===== config.mk =====
export PLATFORM = sky130hd
export DESIGN_NAME = think_tag_stripper
export DESIGN_NICKNAME = d
export VERILOG_FILES = /design/src/rtl/tts_pkg.sv /design/src/rtl/tts_ctrl.sv /design/src/rtl/tts_dp.sv /design/src/rtl/think_tag_stripper.sv
export VERILOG_INCLUDE_DIRS = /design/src /design/src/rtl
export SDC_FILE = /design/constraint.sdc
export NUM_CORES = 1
export LEC_CHECK = 0
export BUFFER_PORTS_ARGS = -buffer_cell sky130_fd_sc_hd__buf_4
export CAP_MARGIN = 20
export CELL_PAD_IN_SITES_DETAIL_PLACEMENT = 0
export CELL_PAD_IN_SITES_GLOBAL_PLACEMENT = 1
export CORE_ASPECT_RATIO = 0.8
export CORE_MARGIN = 4
export CORE_UTILIZATION = 47
export DETAILED_ROUTE_END_ITERATION = 10
export PLACE_DENSITY = 0.85
export SYNTH_ARGS = -nofsm -noshare
export SYNTH_HDL_FRONTEND = slang
export SYNTH_HIERARCHICAL = 1
export SYNTH_SLANG_ARGS = --single-unit

===== constraint.sdc =====
create_clock -name clk -period 6 [get_ports clk]
set_input_delay 0.3 -clock clk [delete_from_list [all_inputs] [get_ports clk]]
set_output_delay 0.3 -clock clk [all_outputs]
set_load 0.02 [all_outputs]

===== src/rtl/think_tag_stripper_macros.svh =====
// assertion macros shared by the think tag stripper rtl
`ifndef THINK_TAG_STRIPPER_MACROS_SVH
`define THINK_TAG_STRIPPER_MACROS_SVH

// same-cycle implication, checked at every rising edge out of reset
`define TTS_ASSERT_IMP(lbl, ante, cons) \
    lbl: assert property (@(posedge clk) disable iff (!rst_n) (ante) |-> (cons)) \
        else $error("tts assertion failed");

// next-cycle implication
`define TTS_ASSERT_NXT(lbl, ante, cons) \
    lbl: assert property (@(posedge clk) disable iff (!rst_n) (ante) |=> (cons)) \
        else $error("tts assertion failed");

`endif


===== src/rtl/tts_pkg.sv =====
// shared types, constants and tag tables for the think tag stripper
package tts_pkg;

    localparam int CNT_W     = 16;
    localparam int IDX_W     = 3;
    localparam int OPEN_LEN  = 7;
    localparam int CLOSE_LEN = 8;

    localparam logic [CNT_W-1:0] CAP_RESET = 16'd4096;
    localparam logic [7:0]       CHAR_LT   = 8'h3C;
    localparam logic [7:0]       CHAR_NL   = 8'h0A;

    typedef enum logic [0:0] {
        ST_IDLE,
        ST_BUSY
    } tts_state_t;

    // controller to datapath
    typedef struct packed {
        logic load;
        logic emit_cand;
        logic emit_mark;
        logic advance;
        logic set_drop;
        logic finish;
        logic busy;
    } tts_cmd_t;

    // datapath to controller
    typedef struct packed {
        logic job_last;
        logic n_zero;
        logic fits;
        logic at_final;
        logic room_last;
        logic out_free;
    } tts_status_t;

    // "<think>"
    function automatic logic [7:0] open_char(input logic [IDX_W-1:0] idx);
        logic [7:0] ch;
        case (idx)
            3'd0:    ch = 8'h3C;
            3'd1:    ch = 8'h74;
            3'd2:    ch = 8'h68;
            3'd3:    ch = 8'h69;
            3'd4:    ch = 8'h6E;
            3'd5:    ch = 8'h6B;
            3'd6:    ch = 8'h3E;
            default: ch = 8'h00;
        endcase
        return ch;
    endfunction

    // "</think>"
    function automatic logic [7:0] close_char(input logic [IDX_W-1:0] idx);
        logic [7:0] ch;
        case (idx)
            3'd0:    ch = 8'h3C;
            3'd1:    ch = 8'h2F;
            3'd2:    ch = 8'h74;
            3'd3:    ch = 8'h68;
            3'd4:    ch = 8'h69;
            3'd5:    ch = 8'h6E;
            3'd6:    ch = 8'h6B;
            3'd7:    ch = 8'h3E;
            default: ch = 8'h00;
        endcase
        return ch;
    endfunction

endpackage


===== src/rtl/tts_ctrl.sv =====
// controller state machine: sequences one input word's candidate bytes
module tts_ctrl
    import tts_pkg::*;
(
    input  logic        clk,
    input  logic        rst_n,
    input  logic        in_valid,
    input  tts_status_t status,
    output logic        in_stall,
    output tts_cmd_t    cmd
);

    tts_state_t state_reg;
    tts_state_t state_next;

    always_ff @(posedge clk or negedge rst_n)
    begin
        if (!rst_n)
        begin
            state_reg <= ST_IDLE;
        end
        else
        begin
            state_reg <= state_next;
        end
    end

    always_comb
    begin
        cmd        = '0;
        state_next = state_reg;
        case (state_reg)
            ST_IDLE:
            begin
            end
            ST_BUSY:
            begin
                cmd.busy = 1'b1;
                if (status.n_zero || !status.fits)
                begin
                    // nothing (more) fits: only an end marker may still be due
                    cmd.set_drop = !status.n_zero;
                    if (status.job_last)
                    begin
                        cmd.emit_mark = status.out_free;
                        cmd.finish    = status.out_free;
                    end
                    else
                    begin
                        cmd.finish = 1'b1;
                    end
                end
                else if (status.out_free)
                begin
                    cmd.emit_cand = 1'b1;
                    if (status.at_final || status.room_last)
                    begin
                        cmd.finish = 1'b1;
                    end
                    else
                    begin
                        cmd.advance = 1'b1;
                    end
                end
            end
            default:
            begin
                state_next = ST_IDLE;
            end
        endcase

        in_stall = cmd.busy && !cmd.finish;
        cmd.load = in_valid && !in_stall;

        if (cmd.load)
        begin
            state_next = ST_BUSY;
        end
        else if (cmd.finish)
        begin
            state_next = ST_IDLE;
        end
    end

endmodule


===== src/rtl/tts_dp.sv =====
// datapath: tag matching, candidate byte walk, byte count and output register
module tts_dp
    import tts_pkg::*;
(
    input  logic             clk,
    input  logic             rst_n,
    input  logic [7:0]       in_byte,
    input  logic             in_last,
    input  logic             cfg_wr_en,
    input  logic [CNT_W-1:0] cfg_wr_data,
    input  logic             res_stall,
    input  tts_cmd_t         cmd,
    output tts_status_t      status,
    output logic             res_valid,
    output logic [7:0]       out_byte,
    output logic             out_valid,
    output logic             out_last,
    output logic             overflow,
    output logic [CNT_W-1:0] total_written
);

    // stream state
    logic             inside_reg;
    logic [IDX_W-1:0] tp_reg;
    logic             drop_nl_reg;
    logic [CNT_W-1:0] bw_reg;
    logic             dropped_reg;
    logic [CNT_W-1:0] cap_reg;

    // current word's job
    logic [IDX_W-1:0] job_pre_reg;
    logic             job_cur_en_reg;
    logic [7:0]       job_byte_reg;
    logic [IDX_W-1:0] job_n_reg;
    logic             job_last_reg;
    logic [IDX_W-1:0] k_reg;

    // output register
    logic             res_valid_reg;
    logic [7:0]       out_byte_reg;
    logic             out_valid_reg;
    logic             out_last_reg;
    logic             overflow_reg;
    logic [CNT_W-1:0] total_reg;

    // decode of the incoming word
    logic             dec_inside;
    logic [IDX_W-1:0] dec_tp;
    logic             dec_drop;
    logic [IDX_W-1:0] dec_pre;
    logic             dec_cur;
    logic [IDX_W-1:0] dec_tail;
    logic [IDX_W-1:0] dec_n;
    logic [IDX_W-1:0] open_idx;

    logic [CNT_W-1:0] limit;
    logic [CNT_W:0]   bw_plus;
    logic [7:0]       cand_byte;
    logic [IDX_W-1:0] tail_idx;
    logic             drop_rest;

    always_comb
    begin
        dec_inside = inside_reg;
        dec_tp     = tp_reg;
        dec_drop   = drop_nl_reg;
        dec_pre    = '0;
        dec_cur    = 1'b0;
        dec_tail   = '0;
        open_idx   = (tp_reg >= IDX_W'(OPEN_LEN)) ? '0 : tp_reg;

        if (inside_reg)
        begin
            if (in_byte == close_char(tp_reg))
            begin
                if (tp_reg == IDX_W'(CLOSE_LEN - 1))
                begin
                    dec_inside = 1'b0;
                    dec_drop   = 1'b1;
                    dec_tp     = '0;
                end
                else
                begin
                    dec_tp = tp_reg + 1'b1;
                end
            end
            else
            begin
                dec_tp = (in_byte == CHAR_LT) ? IDX_W'(1) : '0;
            end
        end
        else if (drop_nl_reg && (in_byte == CHAR_NL))
        begin
            dec_drop = 1'b0;
        end
        else
        begin
            dec_drop = 1'b0;
            if (in_byte == open_char(open_idx))
            begin
                if (open_idx == IDX_W'(OPEN_LEN - 1))
                begin
                    dec_inside = 1'b1;
                    dec_tp     = '0;
                end
                else
                begin
                    dec_tp = open_idx + 1'b1;
                end
            end
            else
            begin
                // held prefix goes out, then this byte is looked at afresh
                dec_pre = open_idx;
                if (in_byte == CHAR_LT)
                begin
                    dec_tp = IDX_W'(1);
                end
                else
                begin
                    dec_tp  = '0;
                    dec_cur = 1'b1;
                end
            end
        end

        // end of stream flushes a held opening prefix
        if (in_last && !dec_inside)
        begin
            dec_tail = dec_tp;
        end

        dec_n = dec_pre + dec_tail + {{(IDX_W-1){1'b0}}, dec_cur};
    end

    // candidate k: held prefix, current byte, then end-of-stream prefix
    assign tail_idx = k_reg - job_pre_reg - {{(IDX_W-1){1'b0}}, job_cur_en_reg};

    always_comb
    begin
        if (k_reg < job_pre_reg)
        begin
            cand_byte = open_char(k_reg);
        end
        else if (job_cur_en_reg && (k_reg == job_pre_reg))
        begin
            cand_byte = job_byte_reg;
        end
        else
        begin
            cand_byte = open_char(tail_idx);
        end
    end

    assign limit   = (cap_reg == '0) ? '0 : cap_reg - 1'b1;
    assign bw_plus = {1'b0, bw_reg} + 1'b1;

    assign status.job_last  = job_last_reg;
    assign status.n_zero    = (job_n_reg == '0);
    assign status.fits      = (bw_reg < limit);
    assign status.at_final  = (k_reg == job_n_reg - 1'b1);
    assign status.room_last = (bw_plus >= {1'b0, limit});
    assign status.out_free  = !res_valid_reg || !res_stall;

    assign drop_rest = !status.at_final && status.room_last;

    always_ff @(posedge clk or negedge rst_n)
    begin
        if (!rst_n)
        begin
            cap_reg <= CAP_RESET;
        end
        else if (cfg_wr_en)
        begin
            cap_reg <= cfg_wr_data;
        end
    end

    always_ff @(posedge clk or negedge rst_n)
    begin
        if (!rst_n)
        begin
            inside_reg     <= 1'b0;
            tp_reg         <= '0;
            drop_nl_reg    <= 1'b0;
            job_pre_reg    <= '0;
            job_cur_en_reg <= 1'b0;
            job_n_reg      <= '0;
            job_last_reg   <= 1'b0;
            k_reg          <= '0;
        end
        else if (cmd.load)
        begin
            inside_reg     <= in_last ? 1'b0 : dec_inside;
            tp_reg         <= in_last ? '0 : dec_tp;
            drop_nl_reg    <= in_last ? 1'b0 : dec_drop;
            job_pre_reg    <= dec_pre;
            job_cur_en_reg <= dec_cur;
            job_n_reg      <= dec_n;
            job_last_reg   <= in_last;
            k_reg          <= '0;
        end
        else if (cmd.advance)
        begin
            k_reg <= k_reg + 1'b1;
        end
    end

    always_ff @(posedge clk)
    begin
        if (cmd.load)
        begin
            job_byte_reg <= in_byte;
        end
    end

    always_ff @(posedge clk or negedge rst_n)
    begin
        if (!rst_n)
        begin
            bw_reg      <= '0;
            dropped_reg <= 1'b0;
        end
        else if (cmd.finish && job_last_reg)
        begin
            bw_reg      <= '0;
            dropped_reg <= 1'b0;
        end
        else
        begin
            if (cmd.emit_cand)
            begin
                bw_reg <= bw_plus[CNT_W-1:0];
            end
            if ((cmd.emit_cand && drop_rest) || cmd.set_drop)
            begin
                dropped_reg <= 1'b1;
            end
        end
    end

    always_ff @(posedge clk or negedge rst_n)
    begin
        if (!rst_n)
        begin
            res_valid_reg <= 1'b0;
        end
        else if (cmd.emit_cand || cmd.emit_mark)
        begin
            res_valid_reg <= 1'b1;
        end
        else if (!res_stall)
        begin
            res_valid_reg <= 1'b0;
        end
    end

    always_ff @(posedge clk)
    begin
        if (cmd.emit_cand)
        begin
            out_byte_reg  <= cand_byte;
            out_valid_reg <= 1'b1;
            out_last_reg  <= job_last_reg && cmd.finish;
            overflow_reg  <= dropped_reg || (job_last_reg && drop_rest);
            total_reg     <= bw_plus[CNT_W-1:0];
        end
        else if (cmd.emit_mark)
        begin
            out_byte_reg  <= '0;
            out_valid_reg <= 1'b0;
            out_last_reg  <= 1'b1;
            overflow_reg  <= dropped_reg || !status.n_zero;
            total_reg     <= bw_reg;
        end
    end

    assign res_valid     = res_valid_reg;
    assign out_byte      = out_byte_reg;
    assign out_valid     = out_valid_reg;
    assign out_last      = out_last_reg;
    assign overflow      = overflow_reg;
    assign total_written = total_reg;

endmodule


===== src/rtl/think_tag_stripper.sv =====
// top level of the think tag stripper: controller, datapath and checks
//
// Byte-stream filter that drops everything from "<think>" through the next
// "</think>", plus one newline right after the closing tag.
// Input channel: in_valid / in_stall carrying in_byte and in_last (last byte
// of a text). Output channel: res_valid / res_stall carrying out_byte,
// out_valid (0 for an empty end marker), out_last, overflow, total_written.
// cfg_wr_en / cfg_wr_data set the output capacity (reset 4096); at most
// capacity minus one bytes are passed per text, later ones set overflow.
// Each word holds the controller busy, and the input stalled, until its
// last result byte is emitted: plain text streams at one word per cycle
// while res_stall is low, and a failed tag match flushes the held prefix
// first. An accepted word moves the controller into its busy state, whose
// emits set the registered res_valid. The output register lets the next
// word be taken while a result waits. A stalled receiver holds the output
// register and the controller, which then stalls the input. Reset clears
// the stream state, the count and res_valid; the capacity goes back to 4096.
`include "think_tag_stripper_macros.svh"

module think_tag_stripper
    import tts_pkg::*;
(
    input  logic             clk,
    input  logic             rst_n,
    // configuration
    input  logic             cfg_wr_en,
    input  logic [CNT_W-1:0] cfg_wr_data,
    // input words
    input  logic             in_valid,
    output logic             in_stall,
    input  logic [7:0]       in_byte,
    input  logic             in_last,
    // result words
    output logic             res_valid,
    input  logic             res_stall,
    output logic [7:0]       out_byte,
    output logic             out_valid,
    output logic             out_last,
    output logic             overflow,
    output logic [CNT_W-1:0] total_written
);

    tts_cmd_t    cmd;
    tts_status_t status;

    // sequencing of candidate bytes per word
    tts_ctrl u_ctrl (
        .clk      (clk),
        .rst_n    (rst_n),
        .in_valid (in_valid),
        .status   (status),
        .in_stall (in_stall),
        .cmd      (cmd)
    );

    // matching, counting and the output register
    tts_dp u_dp (
        .clk           (clk),
        .rst_n         (rst_n),
        .in_byte       (in_byte),
        .in_last       (in_last),
        .cfg_wr_en     (cfg_wr_en),
        .cfg_wr_data   (cfg_wr_data),
        .res_stall     (res_stall),
        .cmd           (cmd),
        .status        (status),
        .res_valid     (res_valid),
        .out_byte      (out_byte),
        .out_valid     (out_valid),
        .out_last      (out_last),
        .overflow      (overflow),
        .total_written (total_written)
    );

    // a word is taken mid-job only on the cycle the job wraps up
    `TTS_ASSERT_IMP(a_load_on_finish, in_valid && !in_stall && cmd.busy, cmd.finish)
    // an end marker always closes a text
    `TTS_ASSERT_IMP(a_mark_is_last, res_valid && !out_valid, out_last)
    // a passed byte always counts itself
    `TTS_ASSERT_IMP(a_count_nonzero, res_valid && out_valid, total_written != '0)
    // whatever the controller emits shows up on the output next cycle
    `TTS_ASSERT_NXT(a_emit_shows, cmd.emit_cand || cmd.emit_mark, res_valid)

endmodule


; Word-level counts from Yosys, hierarchy flattened
; Memory sizes are Yosys's and may differ from the RTL's.
; Cells that the tools add are included.
[word_totals]
mem_bits_ro = 48
output_inout_bits = 29
n_memories = 1
reg_bits = 86
wordCells = 165
[memory_table]
columns = memory, depth, width, read_ports, rd_ports_with_merged_regs, write_ports, line
row1 = (name not given), 8, 6, 1, 0, 0, tts_pkg.sv:58  ; case (idx)
[classes]
n_eq_ne = 28
magnitude_cmp = 4
addsub = 10
muxes = 68
n_reduce_logical = 35
[ops]
columns = op, n
row1 = $pmux W7 S7, 3
row2 = $mux W16, 5
row3 = $mux W8, 7
row4 = $mux W3, 14
row5 = $mux W1, 38
row6 = $eq A3 B3 Y1 const B, 10
row7 = $eq A3 B2 Y1 const B, 6
row8 = $add A16 B1 Y17 const B, 1
row9 = $ge A17 B16 Y1, 1
row10 = $eq A8 B8 Y1, 2
row11 = $logic_not A16 Y1, 1
row12 = $lt A16 B16 Y1, 1
row13 = $sub A16 B1 Y16 const B, 1
row14 = $logic_not A3 Y1, 4
row15 = $reduce_bool A2 Y1, 5
row16 = $add A3 B1 Y3 const B, 3
row17 = $eq A3 B1 Y1 const B, 3
row18 = $logic_and A1 B1 Y1, 9
row19 = $eq A8 B4 Y1 const B, 1
row20 = $eq A8 B6 Y1 const B, 1
row21 = $logic_not A1 Y1, 8
row22 = $logic_or A1 B1 Y1, 7
row23 = $eq A3 B3 Y1, 2
row24 = $mux W6, 1
row25 = 10 further kinds, 11

; Longest topological paths before layout
[logic_depth]
depth_word = 15
ltp_mapped = 21
mapped_depth_nobuf = 20

; Cells and area by module
; Netlist, hierarchy kept.
[modules_own_cells]
columns = module, n_inst, area_each_um2, cells_each
row1 = tts_dp, 1, 5741.8, 574
row2 = tts_ctrl, 1, 185.2, 23

; Worst setup path after synthesis
; OpenSTA, ideal clock, no wires.
[synth_path]
path_kind = register to register
start = register u_dp.cap_reg[2]
end = register u_dp.out_byte_reg[0] (netlist: u_dp/out_byte[0]), enable pin
t_arrival_ns = 3.994
path_buffers = 1
synth_period_minus_slack_ns = 4.377
path_stages_with_launch = 18
slack_ns = 1.623
required_time_ns = 5.617
cell_sequence = dfrtp_1 nor4_1 and4_1 nand2_1 clkbuf_1 nand2_1 ha_1 o21a_1 o21a_1 o21a_1 o21a_1 o2111ai_1 a21oi_1 o21ai_0 nand2b_1 nor2_1 clkinv_1 nand2_1
[synth_rtl]
columns = element, line
row1 = "start, declared", tts_dp.sv:28  ; logic [CNT_W-1:0] cap_reg;
row2 = "start signal, assigned", tts_dp.sv:175  ; cap_reg <= cfg_wr_data;
row3 = "end signal, assigned", tts_dp.sv:262  ; out_byte_reg <= cand_byte;
row4 = "end, declared", tts_dp.sv:40  ; logic [7:0] out_byte_reg;

==> results.sh <==
export IMPL_vias=4582
export IMPL_cp_required_ns=6.05
export IMPL_fmaxAchievable_mhz=192
export IMPL_synthCells=596
export IMPL_fin_hold_ws_ns=-0.0234
export IMPL_netSwitchingPower_uw=908
export IMPL_post_cts_buffers=0
export IMPL_maxSlewViolCount=0
export IMPL_wire_per_inst_um=15.8
export IMPL_start_util_pct=48.3
export IMPL_power_share_sequential_pct=36.5
export IMPL_syn2layout_area_growth_pct=15.1
export IMPL_ant_nets=0
export IMPL_p_leak_uw=0.00307
export IMPL_first_pass_iters=5
export IMPL_cts_buffers=9
export IMPL_setup_violations=0
export IMPL_combPwrFrac_pct=40.2
export IMPL_layout_drive_gt1_share_pct=16.7
export IMPL_die_w_um=133
export IMPL_cts_resized_gates=0
export IMPL_layout_min_cycle_time_ns=5.20
export IMPL_drcViolationCount=0
export IMPL_routed_via_density=5.57
export IMPL_crit_type="flop to flop"
export IMPL_hold_buffers=0
export IMPL_endpoint_kind="flop"
export IMPL_power_density_mw_per_mm2=357
export IMPL_clock_latency_ns=0.34
export IMPL_synth_area_sq_mm=0.00592
export IMPL_cts_tree="yes"
export IMPL_cts_max_path_buffers=2
export IMPL_placed_area_sq_mm=0.00648
export IMPL_grt_pass1_wl_um=21900
export IMPL_violations="hold timing"
export IMPL_grtUsageTotal_pct=18.6
export IMPL_worstMarginPinSlew_ns=1.03
export IMPL_crit_arrival_ns=5.26
export IMPL_route_met2_wl_um=5470
export IMPL_cts_sinks=86
export IMPL_rsz0062_at_grt="false"
export IMPL_wirelength_met1_um=6740
export IMPL_fin_skew_ns=0.00696
export IMPL_worst_setup_path_start_kind="flop"
export IMPL_max_vdd_ir_drop_uv=216
export IMPL_grt_max_degree=52
export IMPL_htree_levels=3
export IMPL_swShare_pct=37.3
export IMPL_power_internal_uw=1530
export IMPL_routed_wl_um=13000
export IMPL_final_nets=733
export IMPL_top_level_ports=59
export IMPL_root_buffer="clkbuf_16"
export IMPL_synth_nets=683
export IMPL_rows=36
export IMPL_timing_max_cap_violations=0
export IMPL_dp_slack_ns=0.564
export IMPL_avgSynthCellArea_sq_um=9.93
export IMPL_routabilityCongestion=0.889
export IMPL_setup_ws_ns=0.798
export IMPL_yosysWarnings=6
export IMPL_dr_wl_met3_um=614
export IMPL_clk_pin_slew_worst_paths_ns=0.07
export IMPL_fin_crit_sh_pct=86.7
export IMPL_path_max_fanout=18
export IMPL_dpl_hpwl_um=9720
export IMPL_coreArea_sq_mm=0.0123
export IMPL_clkPwrFrac_pct=23.3
export IMPL_final_area_sq_mm=0.00681
export IMPL_grt_pass1_vias=4407
export IMPL_r2r_cells=18
export IMPL_p_total_uw=2430
export IMPL_highest_layer="met4"
export IMPL_hold_class="input pin to asynchronous set/reset pin"
export IMPL_status="complete, but fails checks"
export IMPL_die_area_sq_mm=0.0145
export IMPL_io_buffers=58
export IMPL_gr_total_overflow=0
export IMPL_max_slew_margin_pct=31.6
export IMPL_diodes=0
export IMPL_drt_iter0_drc=365
export IMPL_reg2reg_setup_slack_ns=0.80
export IMPL_timing_hold_violations_final=19
export IMPL_antenna_found_initial=0
export IMPL_tns_ns=0
export IMPL_die_h_um=108
[path summary, 6_finish.rpt]
check,end,from
setup / recovery,u_dp/total_written[4],u_dp/cap_reg[2]
hold / removal,u_dp/bw_reg[0],rst_n
setup reg to reg,u_dp/total_written[4],u_dp/cap_reg[2]
hold reg to reg,u_dp/out_valid,u_dp/out_valid
max in group asynchronous,u_dp/cap_reg[2],rst_n
min in group clk,u_dp/cap_reg[1],cfg_wr_data[1]
[cell usage in the layout (no fill, tap or decap), types with 20 or more instances in the layout]
master and instances:
a21oi_1 23, and2_1 20, buf_4 60, dfrtp_1 50
edfxtp_1 34, ha_1 53, inv_1 27, nand2_1 55
nor2_1 44, xnor2_1 31, xor2_1 25
[cell type report]
class / count / area (sq um)
Clock inverter: 7 / 78.8
Inverter: 29 / 109
Fill cell: 1102 / 5440
Timing Repair Buffer: 61 / 478
Sequential cell: 86 / 2320
Clock buffer: 9 / 225
Tap cell: 171 / 214
Multi-Input combinational cell: 459 / 3390
[metal layers]
| layer | up-vias | global-route usage (%) |
|---|---|---|
| li1 | 2247 | - |
| met1 | 2216 | 28.1 |
| met2 | 109 | 26.8 |
| met3 | 10 | 4.05 |
| met4 | 0 | 4.99 |
| met5 | - | 0 |
[power by group through the flow]
stage | clock network, uW | logic (uW) | registers [uW]
2_1_floorplan | 0 | 565 | 980
6_report | 567 | 979 | 888
5_1_grt | 609 | 1080 | 908
3_3_place_gp | 0 | 927 | 894
3_5_place_dp | 0 | 956 | 902
4_1_cts | 582 | 961 | 892
[through the flow]
step | instances | utilization (%)
2_1_floorplan | 596 | -
3_3_place_gp | 805 | 52.9
3_5_place_dp | 805 | 52.9
4_1_cts | 821 | 55.4
5_1_grt | 822 | 55.6
6_report | 822 | 55.6
[worst max-delay path, stage by stage (launching register included)]
cell and delay (ns):
dfrtp_1 0.42, nor4_1 0.55, and4_1 0.39, nand2_1 0.27, nand2b_1 0.20, ha_1 0.23
nor2b_1 0.13, o21a_1 0.17, o21a_1 0.17, o21a_1 0.17, o21a_1 0.17, o2111ai_1 0.18
a21oi_1 0.11, o21ai_0 0.47, nand2b_1 0.17, nor2_1 0.18, clkinv_1 0.26, nand2_1 0.46
buf_16 0.22
(Power assumes the default switching activity.)
